`src/hw/rtl/abts_pkg.sv`:
```
// Shared types, constants and a helper function for the block transfer address sequencer.
package abts_pkg;

    localparam int ADDR_W = 32;
    localparam int LIST_W = 16;
    localparam int REG_W  = 4;
    localparam int CNT_W  = 5;

    localparam logic [REG_W-1:0]  PC_REG    = 4'd15;
    localparam logic [ADDR_W-1:0] WORD_STEP = 32'd4;

    typedef struct packed {
        logic              kind;
        logic [LIST_W-1:0] reg_list;
        logic [ADDR_W-1:0] base_value;
        logic [REG_W-1:0]  base_reg;
        logic              pre_index;
        logic              ascending;
        logic              write_back;
        logic              s_bit;
    } abts_in_t;

    typedef struct packed {
        logic              transfer_valid;
        logic [ADDR_W-1:0] address;
        logic [REG_W-1:0]  reg_index;
        logic              is_load;
        logic              user_bank;
        logic              restore_status;
        logic              wb_enable;
        logic [REG_W-1:0]  wb_reg;
        logic [ADDR_W-1:0] wb_value;
        logic              wb_before;
        logic              last;
    } abts_out_t;

    typedef struct packed {
        logic [ADDR_W-1:0] op_a;
        logic [ADDR_W-1:0] op_b;
        logic              sub;
    } abts_alu_req_t;

    // Index of the lowest set bit; zero when no bit is set.
    function automatic logic [REG_W-1:0] lowest_set(input logic [LIST_W-1:0] bits);
        logic [REG_W-1:0] idx;
        idx = '0;
        for (int i = LIST_W - 1; i >= 0; i--) begin
            if (bits[i]) begin
                idx = REG_W'(i);
            end
        end
        return idx;
    endfunction

endpackage

```
`src/hw/rtl/abts_addr_unit.sv`:
```
// Shared 32-bit add/subtract unit used for writeback, start and step addresses.
module abts_addr_unit (
    input  abts_pkg::abts_alu_req_t     req,
    output logic [abts_pkg::ADDR_W-1:0] result
);

    always_comb begin
        if (req.sub) begin
            result = req.op_a - req.op_b;
        end else begin
            result = req.op_a + req.op_b;
        end
    end

endmodule

```
`src/hw/rtl/abts_seq.sv`:
```
// Sequencer that walks the register list and drives the shared address unit.
module abts_seq (
    input  logic                aclk,
    input  logic                aresetn,
    input  logic                s_valid,
    output logic                s_ready,
    input  abts_pkg::abts_in_t  s_data,
    input  logic                out_free,
    output logic                emit_valid,
    output abts_pkg::abts_out_t emit_data
);

    localparam logic [1:0] ST_IDLE  = 2'd0;
    localparam logic [1:0] ST_SETUP = 2'd1;
    localparam logic [1:0] ST_FIRST = 2'd2;
    localparam logic [1:0] ST_EMIT  = 2'd3;

    logic [1:0]                    state_reg, state_next;
    abts_pkg::abts_in_t            item_reg, item_next;
    logic [abts_pkg::LIST_W-1:0]   pend_reg, pend_next;
    logic [abts_pkg::ADDR_W-1:0]   acc_reg, acc_next;
    logic [abts_pkg::ADDR_W-1:0]   wbval_reg, wbval_next;

    abts_pkg::abts_alu_req_t       alu_req;
    logic [abts_pkg::ADDR_W-1:0]   alu_result;
    logic [abts_pkg::CNT_W-1:0]    count;
    logic [abts_pkg::LIST_W-1:0]   low_bit;
    logic [abts_pkg::LIST_W-1:0]   pend_rest;
    logic [abts_pkg::REG_W-1:0]    cur_idx;
    logic                          step_first;
    logic                          empty_list;
    logic                          pc_listed;

    abts_addr_unit u_addr (
        .req    (alu_req),
        .result (alu_result)
    );

    assign count      = abts_pkg::CNT_W'($countones(item_reg.reg_list));
    assign step_first = ~(item_reg.ascending ^ item_reg.pre_index);
    assign empty_list = (item_reg.reg_list == '0);
    assign pc_listed  = item_reg.reg_list[abts_pkg::PC_REG];
    assign low_bit    = pend_reg & (~pend_reg + abts_pkg::LIST_W'(1));
    assign pend_rest  = pend_reg & ~low_bit;
    assign cur_idx    = abts_pkg::lowest_set(pend_reg);

    assign s_ready    = (state_reg == ST_IDLE);
    assign emit_valid = (state_reg == ST_EMIT) && out_free;

    always_comb begin
        alu_req.op_a = acc_reg;
        alu_req.op_b = abts_pkg::WORD_STEP;
        alu_req.sub  = 1'b0;
        if (state_reg == ST_SETUP) begin
            alu_req.op_a = item_reg.base_value;
            alu_req.op_b = {{(abts_pkg::ADDR_W-abts_pkg::CNT_W-2){1'b0}}, count, 2'b00};
            alu_req.sub  = ~item_reg.ascending;
        end
    end

    always_comb begin
        emit_data.transfer_valid = ~empty_list;
        emit_data.address        = empty_list ? '0 : acc_reg;
        emit_data.reg_index      = empty_list ? '0 : cur_idx;
        emit_data.is_load        = item_reg.kind;
        emit_data.user_bank      = ~empty_list & item_reg.s_bit
                                   & ~(item_reg.kind & pc_listed);
        emit_data.restore_status = ~empty_list & item_reg.s_bit & item_reg.kind
                                   & (cur_idx == abts_pkg::PC_REG);
        emit_data.wb_enable      = item_reg.write_back;
        emit_data.wb_reg         = item_reg.base_reg;
        emit_data.wb_value       = wbval_reg;
        emit_data.wb_before      = ~item_reg.ascending;
        emit_data.last           = empty_list || (pend_rest == '0);
    end

    always_comb begin
        state_next = state_reg;
        item_next  = item_reg;
        pend_next  = pend_reg;
        acc_next   = acc_reg;
        wbval_next = wbval_reg;
        case (state_reg)
            ST_IDLE: begin
                if (s_valid) begin
                    item_next  = s_data;
                    pend_next  = s_data.reg_list;
                    state_next = ST_SETUP;
                end
            end
            ST_SETUP: begin
                // Descending modes start at the writeback value itself.
                wbval_next = alu_result;
                acc_next   = item_reg.ascending ? item_reg.base_value : alu_result;
                state_next = empty_list ? ST_EMIT : ST_FIRST;
            end
            ST_FIRST: begin
                if (step_first) begin
                    acc_next = alu_result;
                end
                state_next = ST_EMIT;
            end
            ST_EMIT: begin
                if (out_free) begin
                    pend_next = pend_rest;
                    acc_next  = alu_result;
                    if (emit_data.last) begin
                        state_next = ST_IDLE;
                    end
                end
            end
            default: begin
                state_next = ST_IDLE;
            end
        endcase
    end

    always_ff @(posedge aclk) begin
        if (!aresetn) begin
            state_reg <= ST_IDLE;
        end else begin
            state_reg <= state_next;
        end
        item_reg  <= item_next;
        pend_reg  <= pend_next;
        acc_reg   <= acc_next;
        wbval_reg <= wbval_next;
    end

endmodule

```
`src/hw/rtl/arm_block_transfer_address_sequencer_top.sv`:
```
// Top level of the block transfer address sequencer with its output register.
//
// One LDM or STM request is taken while the block is idle. The block then
// forms the writeback value and start address in its setup state and the
// first transfer address in its first state, both on a single shared 32-bit
// adder, and after that produces one result per cycle, while the output
// register can take it, for each listed register in ascending order, using
// the same adder to step the address by four. An empty list skips the first
// state and gives a single result with no transfer. Results pass through an
// output register, so a stalled result is held there and also holds the
// sequencer in its emit state.
module arm_block_transfer_address_sequencer_top (
    input  logic                aclk,
    input  logic                aresetn,
    input  logic                s_valid,
    output logic                s_ready,
    input  abts_pkg::abts_in_t  s_data,
    output logic                m_valid,
    input  logic                m_ready,
    output abts_pkg::abts_out_t m_data
);

    logic                m_valid_reg, m_valid_next;
    abts_pkg::abts_out_t m_data_reg, m_data_next;
    logic                out_free;
    logic                emit_valid;
    abts_pkg::abts_out_t emit_data;

    abts_seq u_seq (
        .aclk       (aclk),
        .aresetn    (aresetn),
        .s_valid    (s_valid),
        .s_ready    (s_ready),
        .s_data     (s_data),
        .out_free   (out_free),
        .emit_valid (emit_valid),
        .emit_data  (emit_data)
    );

    assign out_free = ~m_valid_reg | m_ready;
    assign m_valid  = m_valid_reg;
    assign m_data   = m_data_reg;

    always_comb begin
        m_valid_next = m_valid_reg;
        m_data_next  = m_data_reg;
        if (emit_valid) begin
            m_valid_next = 1'b1;
            m_data_next  = emit_data;
        end else if (m_ready) begin
            m_valid_next = 1'b0;
        end
    end

    always_ff @(posedge aclk) begin
        if (!aresetn) begin
            m_valid_reg <= 1'b0;
        end else begin
            m_valid_reg <= m_valid_next;
        end
        m_data_reg <= m_data_next;
    end

    // A request is worked on alone: the block cannot take another straight away.
    a_busy_after_accept: assert property (@(posedge aclk) disable iff (!aresetn)
        (s_valid && s_ready) |=> !s_ready)
        else $error("sequencer ready again in the cycle after a request");

    // A result without a transfer only arises for an empty list and is its only result.
    a_empty_is_last: assert property (@(posedge aclk) disable iff (!aresetn)
        (m_valid && !m_data.transfer_valid) |-> (m_data.last && m_data.address == '0))
        else $error("empty-list result malformed");

    // Status restore belongs to an r15 load and excludes user bank access.
    a_restore_on_pc: assert property (@(posedge aclk) disable iff (!aresetn)
        (m_valid && m_data.restore_status) |->
        (m_data.reg_index == abts_pkg::PC_REG && m_data.is_load && !m_data.user_bank
         && m_data.last))
        else $error("restore_status outside an r15 load");

endmodule

```
`config.mk`:
```
export PLATFORM = sky130hd
export DESIGN_NAME = arm_block_transfer_address_sequencer_top
export DESIGN_NICKNAME = d
export VERILOG_FILES = /design/src/hw/rtl/abts_pkg.sv /design/src/hw/rtl/abts_addr_unit.sv /design/src/hw/rtl/abts_seq.sv /design/src/hw/rtl/arm_block_transfer_address_sequencer_top.sv
export SDC_FILE = /design/constraint.sdc
export NUM_CORES = 1
export LEC_CHECK = 0
export BUFFER_PORTS_ARGS = -buffer_cell sky130_fd_sc_hd__buf_2
export CELL_PAD_IN_SITES_DETAIL_PLACEMENT = 1
export CELL_PAD_IN_SITES_GLOBAL_PLACEMENT = 1
export CORE_MARGIN = 5
export CORE_UTILIZATION = 40
export CTS_BUF_LIST = sky130_fd_sc_hd__clkbuf_8
export CTS_CLUSTER_SIZE = 28
export DETAILED_ROUTE_END_ITERATION = 10
export PLACE_DENSITY_LB_ADDON = 0.1
export SKIP_LAST_GASP = 1
export SLEW_MARGIN = 15
export SYNTH_ARGS = -nofsm -noshare
export SYNTH_HDL_FRONTEND = slang
export SYNTH_SLANG_ARGS = --single-unit
```
`constraint.sdc`:
```
create_clock -name aclk -period 7.9 [get_ports aclk]
set_input_delay 0.79 -clock aclk [delete_from_list [all_inputs] [get_ports aclk]]
set_output_delay 0.79 -clock aclk [all_outputs]
set_load 0.01 [all_outputs]
```
Word-level counts from Yosys, hierarchy flattened. Cells that the tools add are included. W data, S select, Z words.

Register bits after elaboration: 219. Output and inout port bits: 81. Word-level logic and storage cells: 109.

Add/sub/neg operators: 18. Eq/ne operators: 8. Mux-type cells: 32. Bitwise logic cells: 15. Reduce and logical (&&, ||, !) cells: 12.

Operators by type and width (count): $mux W32 (4); $pmux W32 S3 (1); $mux W65 (1); $mux W4 (16); $add A5 B5 Y5 (7); $add A32 B32 Y32 (1); $and A16 B16 Y16 (2); $logic_not A16 Y1 (2); $mux W16 (2); $not A16 Y16 (2); $pmux W16 S2 (1); $sub A32 B32 Y32 (1); $add A1 B1 Y2 (8); $add A16 B1 Y16 const B (1); $reduce_and A3 Y1 (3); $pmux W2 S4 (1); $mux W2 (3); $ne A2 B2 Y1 const B (3); $and A1 B1 Y1 (5); $eq A2 B2 Y1 const B (2); $eq A4 B4 Y1 const B (1); $not A1 Y1 (4); $reduce_bool A2 Y1 (2); $mux W1 (3); other kinds (9) (9).

Depth between registers and ports, before layout. Gate-level depths: netlist (run 1).

Word-level depth: 18. Gate-level depth with buffers: 30.

Cells and area by module. A second synthesis (run 1) with hierarchy kept.

Cell total of the unflattened synthesis: 887. Area total of the unflattened synthesis: 11284.6 um^2.

By module, submodules not included: abts_seq (times used 1, cells an instance 454, area an instance 6513.7 um^2, sequential area each 4154.0 um^2); arm_block_transfer_address_sequencer_top (times used 1, cells an instance 83, area an instance 2421.1 um^2, sequential area each 2392.3 um^2); abts_addr_unit (times used 1, cells an instance 350, area an instance 2349.8 um^2, sequential area each 0.0 um^2).

Worst setup path before layout (run 1). No wires, ideal clock.

Kind: reg-to-reg. Start: register u_seq.item_reg[46] (netlist bit). End: register u_seq.acc_reg[30] (netlist bit) (data pin). Library setup time: 0.260 ns. Arrival: 7.437 ns. Setup slack: 0.203 ns. Stages on the path, launching flop included: 31. Buffers on the path: 1. Path through: edfxtp_1 -> inv_1 -> ha_1 -> inv_1 -> fa_1 -> inv_1 -> fa_1 -> fa_1 -> inv_1 -> fa_1 -> inv_1 -> ha_1 -> fa_1 -> nor3_1 -> nand3_1 -> o21a_1 -> clkbuf_1 -> inv_1 -> ha_1 -> o21ai_0 -> nor2_1 -> a211o_1 -> a41o_1 -> or4_1 -> a32o_1 -> nor3_4 -> o21ai_2 -> a21o_1 -> maj3_2 -> xor2_1 -> mux2_2.

Longest elaborated chain between the ends: 9. Elaborated cells between the ends (all ways): 12. Those cells by class: 6 x add/sub; 6 x mux.

RTL lines: start: declaration (RTL line abts_seq.sv:19) `abts_pkg::abts_in_t item_reg, item_next;`; start signal: assignment (RTL line abts_seq.sv:124) `item_reg <= item_next;`; $add A1 B1 Y2 (not written as such) * (RTL line abts_seq.sv:39) `assign count = abts_pkg::CNT_W'($countones(item_reg.reg_list));`; $add A5 B5 Y5 (not written as such) * (3 in series) (RTL line abts_seq.sv:39); $mux W65 * (RTL line abts_seq.sv:54) `if (state_reg == ST_SETUP) begin`; $add A32 B32 Y32 or $sub A32 B32 Y32 (tied branches) (RTL line abts_addr_unit.sv:11, abts_addr_unit.sv:9); $mux W32 * (RTL line abts_addr_unit.sv:8) `if (req.sub) begin`; via u_seq.alu_result (one bit) (RTL line abts_seq.sv:25) `logic [abts_pkg::ADDR_W-1:0] alu_result;`; $mux W32, on equally long branches (RTL line abts_seq.sv:104, abts_seq.sv:94, abts_seq.sv:98); $pmux W32 S3 * (RTL line abts_seq.sv:83) `case (state_reg)`; via u_seq.acc_next (one bit) (RTL line abts_seq.sv:21) `logic [abts_pkg::ADDR_W-1:0] acc_reg, acc_next;`; end signal: assignment (RTL line abts_seq.sv:126) `acc_reg <= acc_next;`; end: declaration (RTL line abts_seq.sv:21).

Mark *: on every way through the listed nets, which the timed path passes. The rest lies on a longest branch. The select of a mux whose other input is x is not followed. A chain may end at the register's enable or synchronous reset.

Worst setup path after layout (run 1). Same ends and word-level chain as after synthesis.

==> results.cfg, run 1 <==
[run_status]
status = completed

[synthesis]
synth_mux_area_share_pct = 4.68
ys.flop_type = edfxtp_1
synth-compound-area-share_pct = 8.53
synth_most_common_cell = edfxtp_1
syn_avg_cell_area_um2 = 12.8
async_reset_ff_share_pct = 0
yosys_warnings = 0
netlist_top_cells_area = edfxtp_1 (61%), ha_1 (6.0%), mux2_2 (3.7%), nand2_1 (3.0%), nor2b_1 (2.4%)
synth_common_cells = edfxtp_1 (216), nand2_1 (86), inv_1 (66), ha_1 (51), nor2_1 (51)
yosysTopAreaCellShare_pct = 61.1
synth_area_um2 = 10600
synth_nets = 953
synthSimpleGateAreaFrac_pct = 10.6
synthXorXnorAreaFrac_pct = 2.56
ys_seq_area_share_pct = 61.6
synth-seq-cells = 219
postSynthCellCount = 830
yosys.area_share.adder_pct = 8.66
ys_types = 64
synth_top_family_by_area = simple AND/OR/NAND/NOR gates
synth-edff-count = 216
synth_top_area_cell = edfxtp_1

[sta]
grt_setup_unrepaired = true
finalClockSkew_ps = 20.8
worstMarginPinSlew_ps = 1090
hold_viol_final = 0
fin_crit_ps = 7520
setup_violations = 0
min_period_over_period_pct = 95.2
fin_tns_setup_ps = 0
max_freq_mhz = 133
drv_slew = 0
whs_ps = 418
maxSlewHeadroom_pct = 27.5

[floorplan]
core_area_um2 = 26100
fp.dieH_um = 173
die_area_um2 = 29900
row_count = 59
die_w_um = 173
io_pins = 142
start_util_pct = 40.6

[worst_setup_path]
cp-start-kind = register
path_max_fanout = 4
cp.required_ps = 8190
critPathArrivalTime_ps = 7810
cpMostUsedCell = inv_1
end_kind = register
path_delay_family = adder cells
cp_slowest_cell = fa_2
slowest_delay_ps = 570
path_buf_inv = 5
worstSetupPathType = reg2reg

[clock_tree]
clock_latency_ps = 540
root_buffer = clkbuf_8
h-tree-depth = 2
clockBufferDepth = 3
numCtsBuffers = 40
path_clk_slew_ps = 60
cts_tree = built
cts_sinks = 219

[min_path]
holdCritPathClass = reg2reg

[routing]
drt-wirelength-per-cell_um = 18.6
drtIter0Drc = 383
routed_wl_mm = 25.3
ant_nets = 0
firstDrtPassIters = 4
dr_total_vias = 6879
drt-vias-per-instance = 5.05
drc = 0

[global_routing]
grt_pass1_vias = 7529
grt-ovfl-total = 0
grt_max_degree = 78
grt_pass1_wl_mm = 40.1
antenna_found_initial = 1
grt_usage_pct = 16.6

[final_layout]
nFillCells = 2794
layout.cells.non_filler = 1361
drive_gt1_share_pct = 25.8
num-nets-final = 1128
final_core_utilization_pct = 48.0
largest_reg_flops = 79
diodes = 0
syn2layout_area_growth_pct = 18.2

[flow_run]
maxCapViolCount = 0

[placement]
dp_hpwl_mm = 17.7
port_buffers = 141
post-place-cells = 1297
gp_congestion = 0.807
[final cells by class]
cell class                      instances  area (um^2)  share of cell area [%]
Clock inverter                         22          119                   0.947
Inverter                               68          255                    2.03
Tap cell                              335          419                    3.34
Clock buffer                           41          564                    4.50
Timing Repair Buffer                  159          841                    6.70
Sequential cell                       219         6550                    52.2
Multi-Input combinational cell        517         3810                    30.3
[cells by family (layout without fill, tap and decap cells)]
family / after synthesis / count (layout)
compound gates: 137 / 137
simple gates: 236 / 236
flops: 219 / 219
buf+inv: 94 / 290
mux: 45 / 45
fa+ha+maj: 68 / 68
xor+xnor: 31 / 31
[final timing paths]
| check | start | end | slack (ps) | cells after the start |
|---|---|---|---|---|
| setup / recovery | u_seq.item_reg[46] | u_seq.acc_reg[30] | 380 | 29 |
| hold / removal | u_seq.wbval_reg[1] | m_data[3] | 420 | 0 |
| setup reg to reg | u_seq.item_reg[46] | u_seq.acc_reg[30] | 380 | 29 |
| hold reg to reg | u_seq.wbval_reg[1] | m_data[3] | 420 | 0 |
[metrics by stage]
step	cell area, um^2	setup WS, ps
2_1_floorplan	10600	203
3_3_place_gp	11800	236
3_5_place_dp	11800	66.4
4_1_cts	12500	66.6
5_1_grt	12600	-100
6_report	12600	375
[repair_timing]
item | in CTS | in global routing
gates resized for setup | 0 | 8
setup buffers | 0 | 1
setup endpoints to repair | 0 | 17
hold buffers | 0 | 0
[worst register-to-register path, delay by kind of cell, from the launching register on]
family,cells,cell delay (ps)
AO/OA/AOI/OAI,8,1510
XOR/XNOR,1,150
adder cells (fa/ha/maj),10,3970
buffers and inverters,5,240
flip-flops,1,350
multiplexers,1,260
AND/OR/NAND/NOR,4,800
[per-layer routing]
metal	vias up	track usage, %	wire (um)
met3	34	3.65	1260
li1	3352	-	-
met2	140	29.9	12700
met4	2	4.36	443
met1	3351	20.3	10800
met5	-	0	13
[cells in the final DEF, fill, tap and decap left out, types with 7 or more instances in the layout]
master	instances
edfxtp_1	216
buf_2	141
nand2_1	86
inv_1	76
nor2_1	50
ha_1	50
clkbuf_8	41
nor2b_1	40
mux2_2	35
a21oi_1	30
o21ai_1	18
buf_4	18
o21ai_0	17
nand3_1	16
xor2_1	15
xnor2_1	15
fa_1	10
nor3_1	9
o21a_1	8
mux2i_1	8
clkinv_1	7
Power of run 1 is left out: the tool's default activity adds up to more than one toggle a clock period on the data nets, which glitch-free logic cannot reach.
==> run 2, diff against run 1 <==
Clock period 7.9 ns to 9.29 ns, I/O delays scaled along.
==> run 2 against run 1 <==
Flip-flop and latch count is the same. Largest cell class unchanged. Fmax shrank 7.8%. Via count grew 0.15%. Register-to-register slack gained 750 ps. Die area is the same.
==> results.cfg, run 2 (synthesized netlist as in run 1, its figures left out) <==
[worst_setup_path]
crit_start = u_seq.item_reg[46]
cpMostUsedCell = inv_1
worstSetupPathType = reg2reg
cp_slowest_cell = fa_1
cp-start-kind = register
end_kind = register
critPathArrivalTime_ps = 8440
cp.required_ps = 9560
timing.rr.start = u_seq.item_reg[46]
path_max_fanout = 16
slowest_delay_ps = 530

[global_routing]
grt_usage_pct = 16.8
grt_max_degree = 80
grt_pass1_wl_mm = 40.7
grt-ovfl-total = 0
antenna_found_initial = 1
grt_pass1_vias = 7564

[min_path]
min_from = u_seq.emit_data[36]
holdCritPathClass = reg2reg

[clock_tree]
cts_sinks = 219
path_clk_slew_ps = 60
cts_tree = built
clockBufferDepth = 3
post_cts.repair.setup_buffers = 0
clock_latency_ps = 520
cts_hold_buf = 0
numCtsBuffers = 40
root_buffer = clkbuf_8
h-tree-depth = 2
cts_resized = 0

[placement]
dp_hpwl_mm = 17.8
port_buffers = 141
gp_congestion = 0.831

[final_layout]
final_core_utilization_pct = 47.7
diodes = 0
drive_gt1_share_pct = 24.1
largest_reg_flops = 79
num-nets-final = 1119
syn2layout_area_growth_pct = 17.4
nFillCells = 2793
final_cell_mix = edfxtp_1 (216), buf_2 (141), nand2_1 (86)
final_common_cell = edfxtp_1

[floorplan]
io_pins = 142
fp.dieH_um = 173
die_w_um = 173
die_area_um2 = 29900
core_area_um2 = 26100
start_util_pct = 40.6
row_count = 59

[routing]
ant_nets = 0
firstDrtPassIters = 4
drt-vias-per-instance = 5.07
dr_total_vias = 6889
routed_wl_mm = 25.2
drc = 0
drtIter0Drc = 284
drt-wirelength-per-cell_um = 18.5

[run_status]
status = completed

[sta]
maxSlewHeadroom_pct = 22.6
max_freq_mhz = 122
fin_tns_setup_ps = 0
drv_slew = 0
grt_setup_unrepaired = false
finalClockSkew_ps = 16.3
fin_crit_ps = 8160
hold_viol_final = 0
worstMarginPinSlew_ps = 1160
min_period_over_period_pct = 87.9
setup_violations = 0

[flow_run]
maxCapViolCount = 0
==> run 2: cell count changes in the layout (fill, tap and decap cells not counted), moves of 2 or more <==
cell        delta
inv_1          +5
clkinvlp_4     -2
buf_4          -9
clkinv_1       +2
==> run 2: final cells by class <==
cell class	count	area, um^2	share of cell area [%]
sequential	219	6550	52.5
multi-input combinational	517	3770	30.3
timing repair buffer	150	773	6.20
clock buffer	41	564	4.53
tap	335	419	3.36
inverter	68	255	2.05
clock inverter	28	135	1.08
==> run 2: layer usage <==
| metal | vias to the layer above | wire, um | global-route usage (%) |
|---|---|---|---|
| met5 | - | 20 | 0 |
| met4 | 2 | 479 | 4.46 |
| met3 | 38 | 1210 | 3.82 |
| met2 | 132 | 12800 | 30.3 |
| met1 | 3373 | 10600 | 20.4 |
| li1 | 3344 | - | - |
==> run 2: per-stage QoR <==
step / hold slack (ps) / worst slack (ps) / instances / cell area, um^2
finish: 416 / 1130 / 1358 / 12500
global route: 425 / 683 / 1358 / 12500
CTS: 419 / 1090 / 1358 / 12500
global placement: 401 / 1300 / 1289 / 11800
detailed placement: 408 / 1110 / 1289 / 11800
floorplan: 400 / 1590 / 830 / 10600
==> run 2: worst max-delay path: cells and delay by family (launching register included) <==
kind            cells  cell delay [ps]
mux                 1              260
buf+inv             7              650
simple gates        5             1290
fa+ha+maj           9             3590
compound gates      7             1620
xor+xnor            1              150
flops               1              350
==> run 2: path summary, 6_finish.rpt <==
path         depth (start not counted)                end  slack, ps
max                                 30  u_seq.acc_reg[30]       1130
min                                  0         m_data[36]        420
max reg2reg                         30  u_seq.acc_reg[30]       1130
min reg2reg                          0         m_data[36]        420
Power of run 2 is left out for the same reason.
==> run 3, diff against run 2 <==
Settings changed: CORE_ASPECT_RATIO set to 1.5.
==> run 3 against run 2 <==
Clock-buffer cell count fell by 2. Hold slack got worse by 1.5 ps. Sequential share of layout area rose by 0.27 points. Clock skew rose by 11 ps. Critical path type unchanged. Largest cell class unchanged.
==> results.cfg, run 3 (synthesized netlist as in run 1, its figures left out) <==
[global_routing]
antenna_found_initial = 1
top_usage_layer = met2
grt_use_met2_pct = 33.2
grt_pass1_vias = 7584
grt_pass1_wl_mm = 40.9
met1_usage_pct = 19.0
grt-ovfl-total = 0
grt_max_degree = 80
grt_usage_pct = 17.7
met3_usage_pct = 3.81

[floorplan]
die_w_um = 143
io_pins = 142
die_area_um2 = 30000
start_util_pct = 40.2
core_area_um2 = 26400
fp.dieH_um = 210
row_count = 73

[final_layout]
nFillCells = 2842
diodes = 0
largest_reg_flops = 79
final_common_cell = edfxtp_1
num-nets-final = 1116
final_cell_mix = edfxtp_1 (216), buf_2 (141), nand2_1 (86)
drive_gt1_share_pct = 24.7
syn2layout_area_growth_pct = 16.8

[clock_tree]
clock_latency_ps = 540
path_clk_slew_ps = 60
cts_tree = built
cts_sinks = 219
clockBufferDepth = 3
cts_hold_buf = 0
h-tree-depth = 2
root_buffer = clkbuf_8
post_cts.repair.setup_buffers = 0
cts_resized = 0
numCtsBuffers = 37

[worst_setup_path]
path_max_fanout = 16
cp_slowest_cell = a2111oi_0
worstSetupPathType = reg2reg
cp.required_ps = 9560
critPathArrivalTime_ps = 8670
cpMostUsedCell = inv_1
cp-start-kind = register
r2r_cells = 29
slowest_delay_ps = 620
end_kind = register
timing.rr.start = u_seq.item_reg[46]
crit_start = u_seq.item_reg[46]

[routing]
drt-vias-per-instance = 5.10
dr_total_vias = 6886
routed_wl_mm = 26.4
drtIter0Drc = 239
drc = 0
ant_nets = 0
drt-wirelength-per-cell_um = 19.5
firstDrtPassIters = 4

[placement]
port_buffers = 141
gp_congestion = 0.833
dp_slack_ps = 904
dp_hpwl_mm = 19.1

[min_path]
holdCritPathClass = reg2reg
hold_depth = 0
min_from = u_seq.wbval_reg[3]

[sta]
whs_ps = 414
min_period_over_period_pct = 90.4
worst_slack_ps = 888
finalClockSkew_ps = 27.1
worstMarginPinSlew_ps = 1120
setup_violations = 0
drv_slew = 0
hold_viol_final = 0
fin_tns_setup_ps = 0
fin_crit_ps = 8400
max_freq_mhz = 119
maxSlewHeadroom_pct = 25.2
grt_setup_unrepaired = false

[run_status]
status = completed

[flow_run]
maxCapViolCount = 0
## run 3: metrics by stage
stage | instances | util [%] | cell area [um^2]
finish | 1351 | 47.0 | 12400
floorplan | 830 | - | 10600
detailed placement | 1291 | 44.6 | 11800
global placement | 1291 | 44.6 | 11800
global route | 1351 | 47.0 | 12400
CTS | 1351 | 47.0 | 12400
## run 3: worst paths after layout
kind | slack, ps | endpoint
max reg2reg | 890 | u_seq.acc_reg[27]
min reg2reg | 410 | m_data[5]
max | 890 | u_seq.acc_reg[27]
min | 410 | m_data[5]
## run 3: critical path: cells and delay by family, from the launching register on
family / cells / cell delay (ps)
DFF: 1 / 360
AOI/OAI and AO/OA: 9 / 2590
and+or+nand+nor: 4 / 830
xor gates and xnor gates: 1 / 170
muxes: 1 / 270
buffers and inverters: 6 / 590
adders and majority gates: 8 / 3290
## run 3: area by class of cell
| cell class | count | area, um^2 | share of cell area (%) |
|---|---|---|---|
| flip-flops and latches | 219 | 6550 | 52.8 |
| multi-input cells | 517 | 3770 | 30.4 |
| repair buffers | 150 | 773 | 6.24 |
| clock buffers | 39 | 537 | 4.33 |
| well taps | 337 | 422 | 3.40 |
| inverters | 68 | 255 | 2.06 |
| clock inverters | 21 | 101 | 0.817 |
## run 3: per-layer routing
layer	wire length [um]	vias up	part of all wire, %
met2	14400	154	54
met1	9830	3354	37
met4	948	2	3.6
li1	-	3324	-
met5	7	-	0.027
met3	1220	52	4.6
Power of run 3 is left out for the same reason.
